## src/rtl/mck_pkg.sv

```systemverilog
// Shared types, constants and the Morse pattern table of the keyer.
package mck_pkg;

  localparam int unsigned CharW      = 8;
  localparam int unsigned UnitW      = 10;
  localparam int unsigned DurW       = 12;
  localparam int unsigned LenW       = 3;
  localparam int unsigned ElemW      = 5;
  localparam int unsigned SlotW      = 6;
  localparam int unsigned JobDepth   = 4;

  localparam logic [UnitW-1:0] UnitReset = 10'd200;
  localparam logic [UnitW-1:0] UnitMin   = 10'd1;
  localparam logic [UnitW-1:0] UnitMax   = 10'd1000;

  localparam logic [CharW-1:0] ChSpace  = 8'h20;
  localparam logic [CharW-1:0] ChUpperA = 8'h41;
  localparam logic [CharW-1:0] ChUpperZ = 8'h5A;
  localparam logic [CharW-1:0] ChLowerA = 8'h61;
  localparam logic [CharW-1:0] ChLowerZ = 8'h7A;
  localparam logic [CharW-1:0] ChZero   = 8'h30;
  localparam logic [CharW-1:0] ChNine   = 8'h39;
  localparam logic [CharW-1:0] CaseFold = 8'h20;
  localparam logic [SlotW-1:0] DigitBase = 6'd26;

  typedef enum logic {
    JOB_SPACE,
    JOB_LETTER
  } job_kind_e;

  // Elements are left aligned: the first element sits in the top bit, 1 is a dash.
  typedef struct packed {
    job_kind_e        kind;
    logic [LenW-1:0]  len;
    logic [ElemW-1:0] elems;
  } job_t;

  // Pattern code: element count in bits 7..5, elements right aligned in 4..0.
  function automatic logic [7:0] morse_pattern(input logic [SlotW-1:0] slot);
    logic [7:0] p;
    case (slot)
      6'd0:  p = {3'd2, 5'd1};
      6'd1:  p = {3'd4, 5'd8};
      6'd2:  p = {3'd4, 5'd10};
      6'd3:  p = {3'd3, 5'd4};
      6'd4:  p = {3'd1, 5'd0};
      6'd5:  p = {3'd4, 5'd2};
      6'd6:  p = {3'd3, 5'd6};
      6'd7:  p = {3'd4, 5'd0};
      6'd8:  p = {3'd2, 5'd0};
      6'd9:  p = {3'd4, 5'd7};
      6'd10: p = {3'd3, 5'd5};
      6'd11: p = {3'd4, 5'd4};
      6'd12: p = {3'd2, 5'd3};
      6'd13: p = {3'd2, 5'd2};
      6'd14: p = {3'd3, 5'd7};
      6'd15: p = {3'd4, 5'd6};
      6'd16: p = {3'd4, 5'd13};
      6'd17: p = {3'd3, 5'd2};
      6'd18: p = {3'd3, 5'd0};
      6'd19: p = {3'd1, 5'd1};
      6'd20: p = {3'd3, 5'd1};
      6'd21: p = {3'd4, 5'd1};
      6'd22: p = {3'd3, 5'd3};
      6'd23: p = {3'd4, 5'd9};
      6'd24: p = {3'd4, 5'd11};
      6'd25: p = {3'd4, 5'd12};
      6'd26: p = {3'd5, 5'd31};
      6'd27: p = {3'd5, 5'd15};
      6'd28: p = {3'd5, 5'd7};
      6'd29: p = {3'd5, 5'd3};
      6'd30: p = {3'd5, 5'd1};
      6'd31: p = {3'd5, 5'd0};
      6'd32: p = {3'd5, 5'd16};
      6'd33: p = {3'd5, 5'd24};
      6'd34: p = {3'd5, 5'd28};
      6'd35: p = {3'd5, 5'd30};
      default: p = 8'd0;
    endcase
    return p;
  endfunction

endpackage

```

## src/rtl/mck_front.sv

```systemverilog
// Front end: folds case, classifies a character and builds its keying job.
module mck_front (
  input  logic [mck_pkg::CharW-1:0] char_code_i,
  output logic                      job_valid_o,
  output mck_pkg::job_t             job_o
);

  logic [mck_pkg::CharW-1:0] ch;
  logic [mck_pkg::SlotW-1:0] slot;
  logic [7:0]                pat;
  logic [mck_pkg::LenW-1:0]  len;
  logic                      is_alpha;
  logic                      is_digit;

  always_comb begin
    ch = char_code_i;
    if (char_code_i >= mck_pkg::ChLowerA && char_code_i <= mck_pkg::ChLowerZ) begin
      ch = char_code_i - mck_pkg::CaseFold;
    end
    is_alpha = (ch >= mck_pkg::ChUpperA) && (ch <= mck_pkg::ChUpperZ);
    is_digit = (ch >= mck_pkg::ChZero) && (ch <= mck_pkg::ChNine);
    if (is_alpha) begin
      slot = mck_pkg::SlotW'(ch - mck_pkg::ChUpperA);
    end else begin
      slot = mck_pkg::DigitBase + mck_pkg::SlotW'(ch - mck_pkg::ChZero);
    end
    pat = mck_pkg::morse_pattern(slot);
    len = pat[7:5];

    job_valid_o = is_alpha || is_digit || (ch == mck_pkg::ChSpace);
    job_o.kind  = (ch == mck_pkg::ChSpace) ? mck_pkg::JOB_SPACE : mck_pkg::JOB_LETTER;
    job_o.len   = len;
    // Left align the elements so the back end always reads the top bit.
    job_o.elems = pat[4:0] << (3'(mck_pkg::ElemW) - len);
  end

endmodule

```

## src/rtl/mck_job_fifo.sv

```systemverilog
// Small job queue between the front end and the sequencer.
module mck_job_fifo #(
  parameter int unsigned Depth = mck_pkg::JobDepth
) (
  input  logic          clk_i,
  input  logic          rst_ni,
  input  logic          wr_en_i,
  input  mck_pkg::job_t wr_data_i,
  output logic          full_o,
  input  logic          rd_en_i,
  output logic          empty_o,
  output mck_pkg::job_t rd_data_o
);

  localparam int unsigned PtrW = (Depth > 1) ? $clog2(Depth) : 1;
  localparam int unsigned CntW = $clog2(Depth + 1);

  mck_pkg::job_t mem_q [Depth];
  logic [PtrW-1:0] wr_ptr_q, wr_ptr_d;
  logic [PtrW-1:0] rd_ptr_q, rd_ptr_d;
  logic [CntW-1:0] count_q, count_d;
  logic            do_wr, do_rd;

  assign full_o    = (count_q == CntW'(Depth));
  assign empty_o   = (count_q == '0);
  assign rd_data_o = mem_q[rd_ptr_q];
  assign do_wr     = wr_en_i && !full_o;
  assign do_rd     = rd_en_i && !empty_o;

  always_comb begin
    wr_ptr_d = wr_ptr_q;
    rd_ptr_d = rd_ptr_q;
    count_d  = count_q;
    if (do_wr) begin
      wr_ptr_d = (wr_ptr_q == PtrW'(Depth - 1)) ? '0 : wr_ptr_q + 1'b1;
    end
    if (do_rd) begin
      rd_ptr_d = (rd_ptr_q == PtrW'(Depth - 1)) ? '0 : rd_ptr_q + 1'b1;
    end
    if (do_wr && !do_rd) begin
      count_d = count_q + 1'b1;
    end else if (do_rd && !do_wr) begin
      count_d = count_q - 1'b1;
    end
  end

  always_ff @(posedge clk_i or negedge rst_ni) begin
    if (!rst_ni) begin
      wr_ptr_q <= '0;
      rd_ptr_q <= '0;
      count_q  <= '0;
    end else begin
      wr_ptr_q <= wr_ptr_d;
      rd_ptr_q <= rd_ptr_d;
      count_q  <= count_d;
    end
  end

  always_ff @(posedge clk_i) begin
    if (do_wr) begin
      mem_q[wr_ptr_q] <= wr_data_i;
    end
  end

endmodule

```

## src/rtl/mck_back.sv

```systemverilog
// Back end: steps through one job and emits its intervals into the output register.
module mck_back (
  input  logic                      clk_i,
  input  logic                      rst_ni,
  input  logic [mck_pkg::UnitW-1:0] dot_time_i,
  input  logic                      job_empty_i,
  input  mck_pkg::job_t             job_i,
  output logic                      job_pop_o,
  output logic                      empty_o,
  input  logic                      pop_i,
  output logic                      led_on_o,
  output logic [mck_pkg::DurW-1:0]  duration_ms_o,
  output logic                      last_o
);

  typedef enum logic [1:0] {
    ST_IDLE,
    ST_LIT,
    ST_DARK,
    ST_CLOSE
  } state_e;

  state_e                    state_q;
  mck_pkg::job_kind_e        kind_q;
  logic [mck_pkg::LenW-1:0]  left_q;
  logic [mck_pkg::ElemW-1:0] elems_q;
  logic                      out_valid_q;
  logic                      led_q;
  logic [mck_pkg::DurW-1:0]  dur_q;
  logic                      last_q;

  logic [mck_pkg::UnitW-1:0] unit;
  logic [mck_pkg::DurW-1:0]  u1, u2, u3, u4;
  logic                      slot_free;

  // Out-of-range unit values are pinned to the legal range.
  always_comb begin
    unit = dot_time_i;
    if (dot_time_i < mck_pkg::UnitMin) begin
      unit = mck_pkg::UnitMin;
    end else if (dot_time_i > mck_pkg::UnitMax) begin
      unit = mck_pkg::UnitMax;
    end
    u1 = mck_pkg::DurW'(unit);
    u2 = u1 << 1;
    u3 = u1 + u2;
    u4 = u1 << 2;
  end

  assign slot_free = !out_valid_q || pop_i;
  assign job_pop_o = (state_q == ST_IDLE) && !job_empty_i;
  assign empty_o   = !out_valid_q;
  assign led_on_o      = led_q;
  assign duration_ms_o = dur_q;
  assign last_o        = last_q;

  always_ff @(posedge clk_i or negedge rst_ni) begin
    if (!rst_ni) begin
      state_q     <= ST_IDLE;
      out_valid_q <= 1'b0;
      kind_q      <= mck_pkg::JOB_SPACE;
      left_q      <= '0;
      elems_q     <= '0;
      led_q       <= 1'b0;
      dur_q       <= '0;
      last_q      <= 1'b0;
    end else begin
      if (pop_i && out_valid_q) begin
        out_valid_q <= 1'b0;
      end
      case (state_q)
        ST_IDLE: begin
          if (!job_empty_i) begin
            kind_q  <= job_i.kind;
            left_q  <= job_i.len;
            elems_q <= job_i.elems;
            state_q <= (job_i.kind == mck_pkg::JOB_SPACE || job_i.len == '0) ?
                       ST_CLOSE : ST_LIT;
          end
        end
        ST_LIT: begin
          if (slot_free) begin
            out_valid_q <= 1'b1;
            led_q       <= 1'b1;
            dur_q       <= elems_q[mck_pkg::ElemW-1] ? u3 : u1;
            last_q      <= 1'b0;
            elems_q     <= elems_q << 1;
            left_q      <= left_q - 1'b1;
            state_q     <= ST_DARK;
          end
        end
        ST_DARK: begin
          if (slot_free) begin
            out_valid_q <= 1'b1;
            led_q       <= 1'b0;
            dur_q       <= u1;
            last_q      <= 1'b0;
            state_q     <= (left_q == '0) ? ST_CLOSE : ST_LIT;
          end
        end
        ST_CLOSE: begin
          if (slot_free) begin
            out_valid_q <= 1'b1;
            led_q       <= 1'b0;
            dur_q       <= (kind_q == mck_pkg::JOB_SPACE) ? u4 : u2;
            last_q      <= 1'b1;
            state_q     <= ST_IDLE;
          end
        end
        default: begin
          state_q <= ST_IDLE;
        end
      endcase
    end
  end

endmodule

```

## src/rtl/morse_character_keyer.sv

```systemverilog
// Top level of the Morse character keyer: unit register, front end, job queue, sequencer.
//
// Push one ASCII character per item; lower case is folded to upper case. A letter or
// digit produces two intervals per dot or dash plus a closing gap, so up to eleven
// result items; a space produces one dark interval of four units; any other code
// produces nothing. The sequencer emits one interval per cycle while pop keeps up,
// and loads each character from the job queue in its idle state. The job queue
// (JobDepth entries) absorbs a burst of characters while the sequencer works; full
// rises only when it is full. The unit time is written through cfg_we_i/cfg_wdata_i;
// the user must write it only while the block is idle, which the block itself does
// not enforce. Values below 1 are used as 1 and above 1000 as 1000.
module morse_character_keyer #(
  parameter int unsigned JobDepth = mck_pkg::JobDepth
) (
  input  logic                      clk_i,
  input  logic                      rst_ni,
  input  logic                      cfg_we_i,
  input  logic [mck_pkg::UnitW-1:0] cfg_wdata_i,
  input  logic                      push,
  output logic                      full,
  input  logic [mck_pkg::CharW-1:0] char_code_i,
  output logic                      empty,
  input  logic                      pop,
  output logic                      led_on_o,
  output logic [mck_pkg::DurW-1:0]  duration_ms_o,
  output logic                      last_o
);

  logic [mck_pkg::UnitW-1:0] dot_time_q;
  logic                      job_valid;
  mck_pkg::job_t             job_in;
  mck_pkg::job_t             job_out;
  logic                      job_empty;
  logic                      job_pop;

  always_ff @(posedge clk_i or negedge rst_ni) begin
    if (!rst_ni) begin
      dot_time_q <= mck_pkg::UnitReset;
    end else if (cfg_we_i) begin
      dot_time_q <= cfg_wdata_i;
    end
  end

  mck_front u_front (
    .char_code_i (char_code_i),
    .job_valid_o (job_valid),
    .job_o       (job_in)
  );

  mck_job_fifo #(
    .Depth (JobDepth)
  ) u_job_fifo (
    .clk_i     (clk_i),
    .rst_ni    (rst_ni),
    .wr_en_i   (push && job_valid),
    .wr_data_i (job_in),
    .full_o    (full),
    .rd_en_i   (job_pop),
    .empty_o   (job_empty),
    .rd_data_o (job_out)
  );

  mck_back u_back (
    .clk_i         (clk_i),
    .rst_ni        (rst_ni),
    .dot_time_i    (dot_time_q),
    .job_empty_i   (job_empty),
    .job_i         (job_out),
    .job_pop_o     (job_pop),
    .empty_o       (empty),
    .pop_i         (pop),
    .led_on_o      (led_on_o),
    .duration_ms_o (duration_ms_o),
    .last_o        (last_o)
  );

endmodule

```

## config.mk

```make
export PLATFORM = sky130hd
export DESIGN_NAME = morse_character_keyer
export DESIGN_NICKNAME = d
export VERILOG_FILES = /design/src/rtl/mck_pkg.sv /design/src/rtl/mck_front.sv /design/src/rtl/mck_job_fifo.sv /design/src/rtl/mck_back.sv /design/src/rtl/morse_character_keyer.sv
export SDC_FILE = /design/constraint.sdc
export NUM_CORES = 1
export LEC_CHECK = 0
export ABC_CLOCK_PERIOD_IN_PS = 3040
export BUFFER_PORTS_ARGS = -buffer_cell sky130_fd_sc_hd__clkbuf_2
export CAP_MARGIN = 40
export CORE_UTILIZATION = 55
export DETAILED_ROUTE_END_ITERATION = 12
export GPL_ROUTABILITY_DRIVEN = 1
export PLACE_DENSITY = 0.8
export REMOVE_ABC_BUFFERS = 1
export SYNTH_ARGS = -nofsm -noshare
export SYNTH_HDL_FRONTEND = slang
export SYNTH_HIERARCHICAL = 1
export SYNTH_SLANG_ARGS = --single-unit
export TNS_END_PERCENT = 50
```

## constraint.sdc

```tcl
create_clock -name clk_i -period 3.04 [get_ports clk_i]
set_input_delay 0.456 -clock clk_i [delete_from_list [all_inputs] [get_ports clk_i]]
set_output_delay 0.456 -clock clk_i [all_outputs]
set_load 0.01 [all_outputs]
```

**Word level (Yosys, flattened, before mapping)**

Memory sizes are Yosys's and may differ from the RTL's.
Index checks and enable logic that the tools add are counted.

- Bits in registers: 43
- Memory bits (writable): 36
- Bits in read-only memories: 512
- Input bits: 23
- Output and inout port bits: 16
- Logic and storage cells: 123
- Memories: 2

Memory list:

| name | words | bits a word | read ports | clocked after memory_dff | wr ports | line | text |
|---|---|---|---|---|---|---|---|
| (no name shown) | 64 | 8 | 1 | 0 | 0 | mck_pkg.sv:41 | `case (slot)` |
| u_job_fifo.mem_q | 4 | 9 | 1 | 0 | 1 | mck_job_fifo.sv:18 | `mck_pkg::job_t mem_q [Depth];` |

- $add $sub $neg: 11
- Order comparisons: 8
- Equal/unequal tests: 13
- Shift-type cells: 1
- Mux-type cells: 37
- Bitwise logic cells: 2
- Reductions and logical operators: 37

Operators by type and width:

| operator | count |
|---|---|
| $mux W12 | 5 |
| $pmux W12 S3 | 1 |
| $mux W10 | 2 |
| $ge A8 B7 Y1 const B | 2 |
| $le A8 B7 Y1 const B | 2 |
| $mux W2 | 8 |
| $add A10 B11 Y12 | 1 |
| $mux W3 | 4 |
| $gt A10 B10 Y1 const B | 1 |
| $logic_and A1 B1 Y1 | 10 |
| $lt A10 B1 Y1 const B | 1 |
| $mux W5 | 2 |
| $ne A2 B1 Y1 const B | 5 |
| $pmux W5 S2 | 1 |
| $logic_not A3 Y1 | 3 |
| $reduce_and A3 Y1 | 3 |
| $eq A2 B2 Y1 const B | 4 |
| $eq A8 B6 Y1 const B | 1 |
| $ge A8 B6 Y1 const B | 1 |
| $le A8 B6 Y1 const B | 1 |
| $mux W1 | 8 |
| $mux W8 | 1 |
| $pmux W2 S4 | 1 |
| $reduce_and A4 Y1 | 2 |
| other kinds (24) | 39 |

**Depth between registers and ports, before layout**

- Depth after elaboration: 13
- Depth in mapped cells: 21
- Depth with buffers taken out: 18

**Cells and area by module**

The synthesis kept the hierarchy.

Modules (own cells, without submodules):

| module | instances | cells an instance | area an instance (µm²) | seq. area each (µm²) |
|---|---|---|---|---|
| mck_back | 1 | 265 | 2178.3 | 650.6 |
| mck_job_fifo | 1 | 84 | 1752.9 | 1256.2 |
| mck_front | 1 | 237 | 1647.8 | 0.0 |
| morse_character_keyer | 1 | 22 | 421.7 | 254.0 |

**Worst setup path after synthesis**

No wires, ideal clock.

- Path kind: in2reg
- Start: input char_code_i[0] (netlist bit)
- End: memory u_job_fifo/mem_q[0][4] (netlist bit), data pin
- Setup time: 150 ps
- Data arrival time: 4529 ps
- Data required time: 2890 ps
- Slack: -1638 ps
- Cell stages on the path: 20
- Buffers on the path: 3
- Cells stage by stage: buf_2 inv_1 ha_1 nor3b_2 and2_1 buf_2 nor3_1 buf_2 o21ai_0 inv_1 ha_1 inv_1 a21oi_1 nor4_1 o31a_1 a2111oi_0 o31a_1 nand2_1 a211oi_1 a311o_1

RTL lines:

| item | line | text |
|---|---|---|
| start, declared | morse_character_keyer.sv:21 | `input logic [mck_pkg::CharW-1:0] char_code_i,` |
| end, declared | mck_job_fifo.sv:18 |  |

==> flow_metrics.env <==
export IMPL_diodes=0
export IMPL_fin_skew_ps=9.71
export IMPL_grt_max_degree=28
export IMPL_cp_startpoint="char_code_i[2]"
export IMPL_cts_sinks=79
export IMPL_grt_pass1_wl_um=26900
export IMPL_ys_warn_count=6
export IMPL_cts_root_buffer="clkbuf_8"
export IMPL_gp_congestion=0.995
export IMPL_max_cap_viol_count=0
export IMPL_groute_usage_overall_pct=29.7
export IMPL_syn_instance_count=608
export IMPL_worst_hold_slack_ps=44.0
export IMPL_wl_met2_um=8440
export IMPL_clk_pin_slew_ps=70
export IMPL_num_nets_final=813
export IMPL_area_growth_syn_to_layout_pct=28.0
export IMPL_routed_top_layer="met4"
export IMPL_rows=37
export IMPL_powerDensity_mw_per_mm2=665
export IMPL_antenna_found_initial=0
export IMPL_vias=5555
export IMPL_relSlewSlack_pct=58.8
export IMPL_max_vdd_ir_drop_mv=0.530
export IMPL_syn_area_mm2=0.00600
export IMPL_synth_area_leaders="edfxtp_1 18%, dfrtp_1 17%, ha_1 7.5%"
export IMPL_fin_crit_ps=3460
export IMPL_mostFrequentLayoutCell="buf_4"
export IMPL_dieHeight_um=106
export IMPL_r2r_cells=11
export IMPL_routed_wl_um=16300
export IMPL_hp_class="input port to async pin"
export IMPL_fin_setup_tns_ps=-8430
export IMPL_slew_viol_final=0
export IMPL_via_per_inst=6.22
export IMPL_endpoint_kind="flip-flop"
export IMPL_worst_slew_pin_slew_ps=617
export IMPL_setup_viol=24
export IMPL_portBuffers=38
export IMPL_hpwl_um=12000
export IMPL_fillers=721
export IMPL_avgRoutedWirePerCell_um=18.3
export IMPL_multiInputGateArea_mm2=0.00376
export IMPL_ys_seq_area_share_pct=36.0
export IMPL_synth_flop_cell="dfrtp_1"
export IMPL_cts_max_path_buffers=2
export IMPL_synth_cell_types=93
export IMPL_async_flop_share_pct=54.4
export IMPL_startpoint_type="input port"
export IMPL_htreeDepth=3
export IMPL_setup_slack_ps=-417
export IMPL_drive_above_1_share_pct=37.6
export IMPL_fp_coreArea_mm2=0.0105
export IMPL_mostFrequentLayoutCells="121 x buf_4, 40 x dfrtp_1, 39 x nand2_1, 38 x o21ai_0, 37 x nor2_1"
export IMPL_met3_length_um=965
export IMPL_ff_latch_area_mm2=0.00216
export IMPL_fmaxAchievable_mhz=289
export IMPL_min_period_over_period_pct=114
export IMPL_crit_fanout=5
export IMPL_synth_edf_count=36
export IMPL_rsz0062_at_grt="yes"
export IMPL_cp_data_required_time_ps=3130
export IMPL_violations="negative setup slack"
export IMPL_post_route_util_pct=73.4
export IMPL_die_x_um=106
export IMPL_synth_seq_cells=79
export IMPL_hold_viol_final=0
export IMPL_overflow=0
export IMPL_grt_pass1_vias=5478
export IMPL_cts_hold_buf=0
export IMPL_drcViolationCount=0
export IMPL_syn_area_per_cell_um2=9.87
export IMPL_die_area_mm2=0.0113
export IMPL_cts_tree="done"
export IMPL_critPathArrivalTime_ps=3550
export IMPL_start_util_pct=57.4
export IMPL_first_iter_violations=414
export IMPL_dr_pass1_iters=5
export IMPL_total_leakage_power_nw=3.29
export IMPL_antenna_left=0
export IMPL_numCtsBuffers=9
export IMPL_timing_rr_start="dot_time_q[4]$_DFFE_PN0P_"
export IMPL_critPathKind="input port to flip-flop"
export IMPL_wirelength_met1_um=6520
export IMPL_synth_top_cell_area_share_pct=18.0
export IMPL_synth_top_area_cell="edfxtp_1"
export IMPL_outcome="finished with violations"
export IMPL_io_pins=39
export IMPL_clk_latency_ps=350
-- synth_stat cells (3+ instances only) --
library cell / number
o211ai_2: 3
ha_1: 36
o2111ai_1: 3
mux2i_1: 16
a311oi_1: 3
o21ai_0: 41
mux4_2: 9
edfxtp_1: 36
nor3_1: 18
o211ai_1: 4
xor2_1: 9
a2111oi_2: 3
nor2b_1: 9
a31oi_1: 8
dfstp_2: 3
o32a_1: 3
o21ai_1: 5
nand2_1: 41
buf_2: 9
o31ai_1: 3
a21oi_1: 34
a211oi_1: 9
dfrtp_1: 40
o22ai_1: 4
nor2_1: 39
clkbuf_1: 20
and2_1: 12
a221oi_1: 4
a22o_1: 3
nand2b_1: 5
nor4_1: 5
or2_2: 5
inv_1: 37
or3_1: 3
a21o_1: 6
buf_6: 4
xnor2_1: 7
nand3_1: 11
mux2_2: 6
and3_1: 4
o31a_1: 5
mux2_4: 12
-- worst max-delay path, cell delays in order --
cell	delay [ps]
clkbuf_2	90
inv_1	70
ha_1	130
nor2b_2	200
o2111ai_2	180
nor3_2	140
buf_4	190
nand2_2	60
o21ai_2	70
inv_2	70
ha_4	290
inv_4	40
a21oi_2	120
nor4_2	60
o31a_1	340
a2111oi_4	330
o31a_1	240
buf_4	140
and3b_1	200
o2bb2ai_4	140
-- flip-flops by register name, indices dropped and copies added (netlist names) --
register              count
u_job_fifo/wr_ptr_q       2
u_back/duration_ms_o     12
dot_time_q               10
u_back/state_q            2
u_back/out_valid_q        1
u_back/left_q             3
u_back/last_o             1
u_back/elems_q            5
u_back/kind_q             1
u_job_fifo/count_q        3
u_back/led_on_o           1
u_job_fifo/mem_q         36
u_job_fifo/rd_ptr_q       2
-- through the flow --
| step | instances | area (um2) | worst slack (ps) | power, mW |
|---|---|---|---|---|
| global route | 893 | 7680 | -515 | 5.48 |
| floorplan | 572 | 5820 | -1770 | 3.36 |
| detailed placement | 869 | 7150 | -1000 | 4.27 |
| global placement | 868 | 7130 | -900 | 4.13 |
| finish | 893 | 7680 | -417 | 5.11 |
| CTS | 889 | 7510 | -246 | 5.03 |
-- worst paths after layout --
kind,endpoint,slack (ps)
max,u_job_fifo/mem_q[1][3]$_DFFE_PP_,-420
min,u_back/duration_ms_o[10]$_DFFE_PN0P_,40
max reg2reg,u_back/duration_ms_o[5]$_DFFE_PN0P_,120
min reg2reg,u_back/duration_ms_o[0]$_DFFE_PN0P_,480
max in group asynchronous,u_job_fifo/rd_ptr_q[0]$_DFFE_PN0P_,2500
min in group clk_i,dot_time_q[9]$_DFFE_PN0P_,340
-- cells by family (layout without fill, tap and decap cells) --
logic type | after synthesis | in the layout | synth area share [%]
multiplexers | 44 | 44 | 10.4
AO/OA/AOI/OAI | 187 | 187 | 23.0
AND/OR/NAND/NOR | 170 | 170 | 14.7
adder cells (fa/ha/maj) | 38 | 38 | 8.17
XOR/XNOR | 16 | 16 | 2.34
flip-flops | 79 | 79 | 36.0
buffers and inverters | 74 | 223 | 5.44
-- repair_timing --
action,4_1_cts,5_1_grt
pin swaps,17,19
setup endpoints to repair,32,35
buffers inserted,5,5
resized for setup,37,44
-- per-layer routing --
metal,vias to the layer above,GRT usage (%)
li1,2571,-
met1,2689,36.4
met2,258,53.4
met3,37,4.11
met4,0,10.5
met5,-,0
-- report_power, final --
| group | switching [mW] | total (mW) | internal (mW) |
|---|---|---|---|
| combinational | 1.48 | 2.75 | 1.28 |
| sequential | 0.283 | 1.69 | 1.41 |
| clock | 0.365 | 0.659 | 0.295 |
-- final cells by class --
cell class / instances / area share [%]
clock inverter: 4 / 0.326
inverter: 38 / 2.02
clock buffer: 12 / 1.76
sequential: 79 / 28.1
tap: 136 / 2.21
timing repair buffer: 169 / 16.6
multi-input combinational: 455 / 49.0
Power figures use the tool's default switching activity.
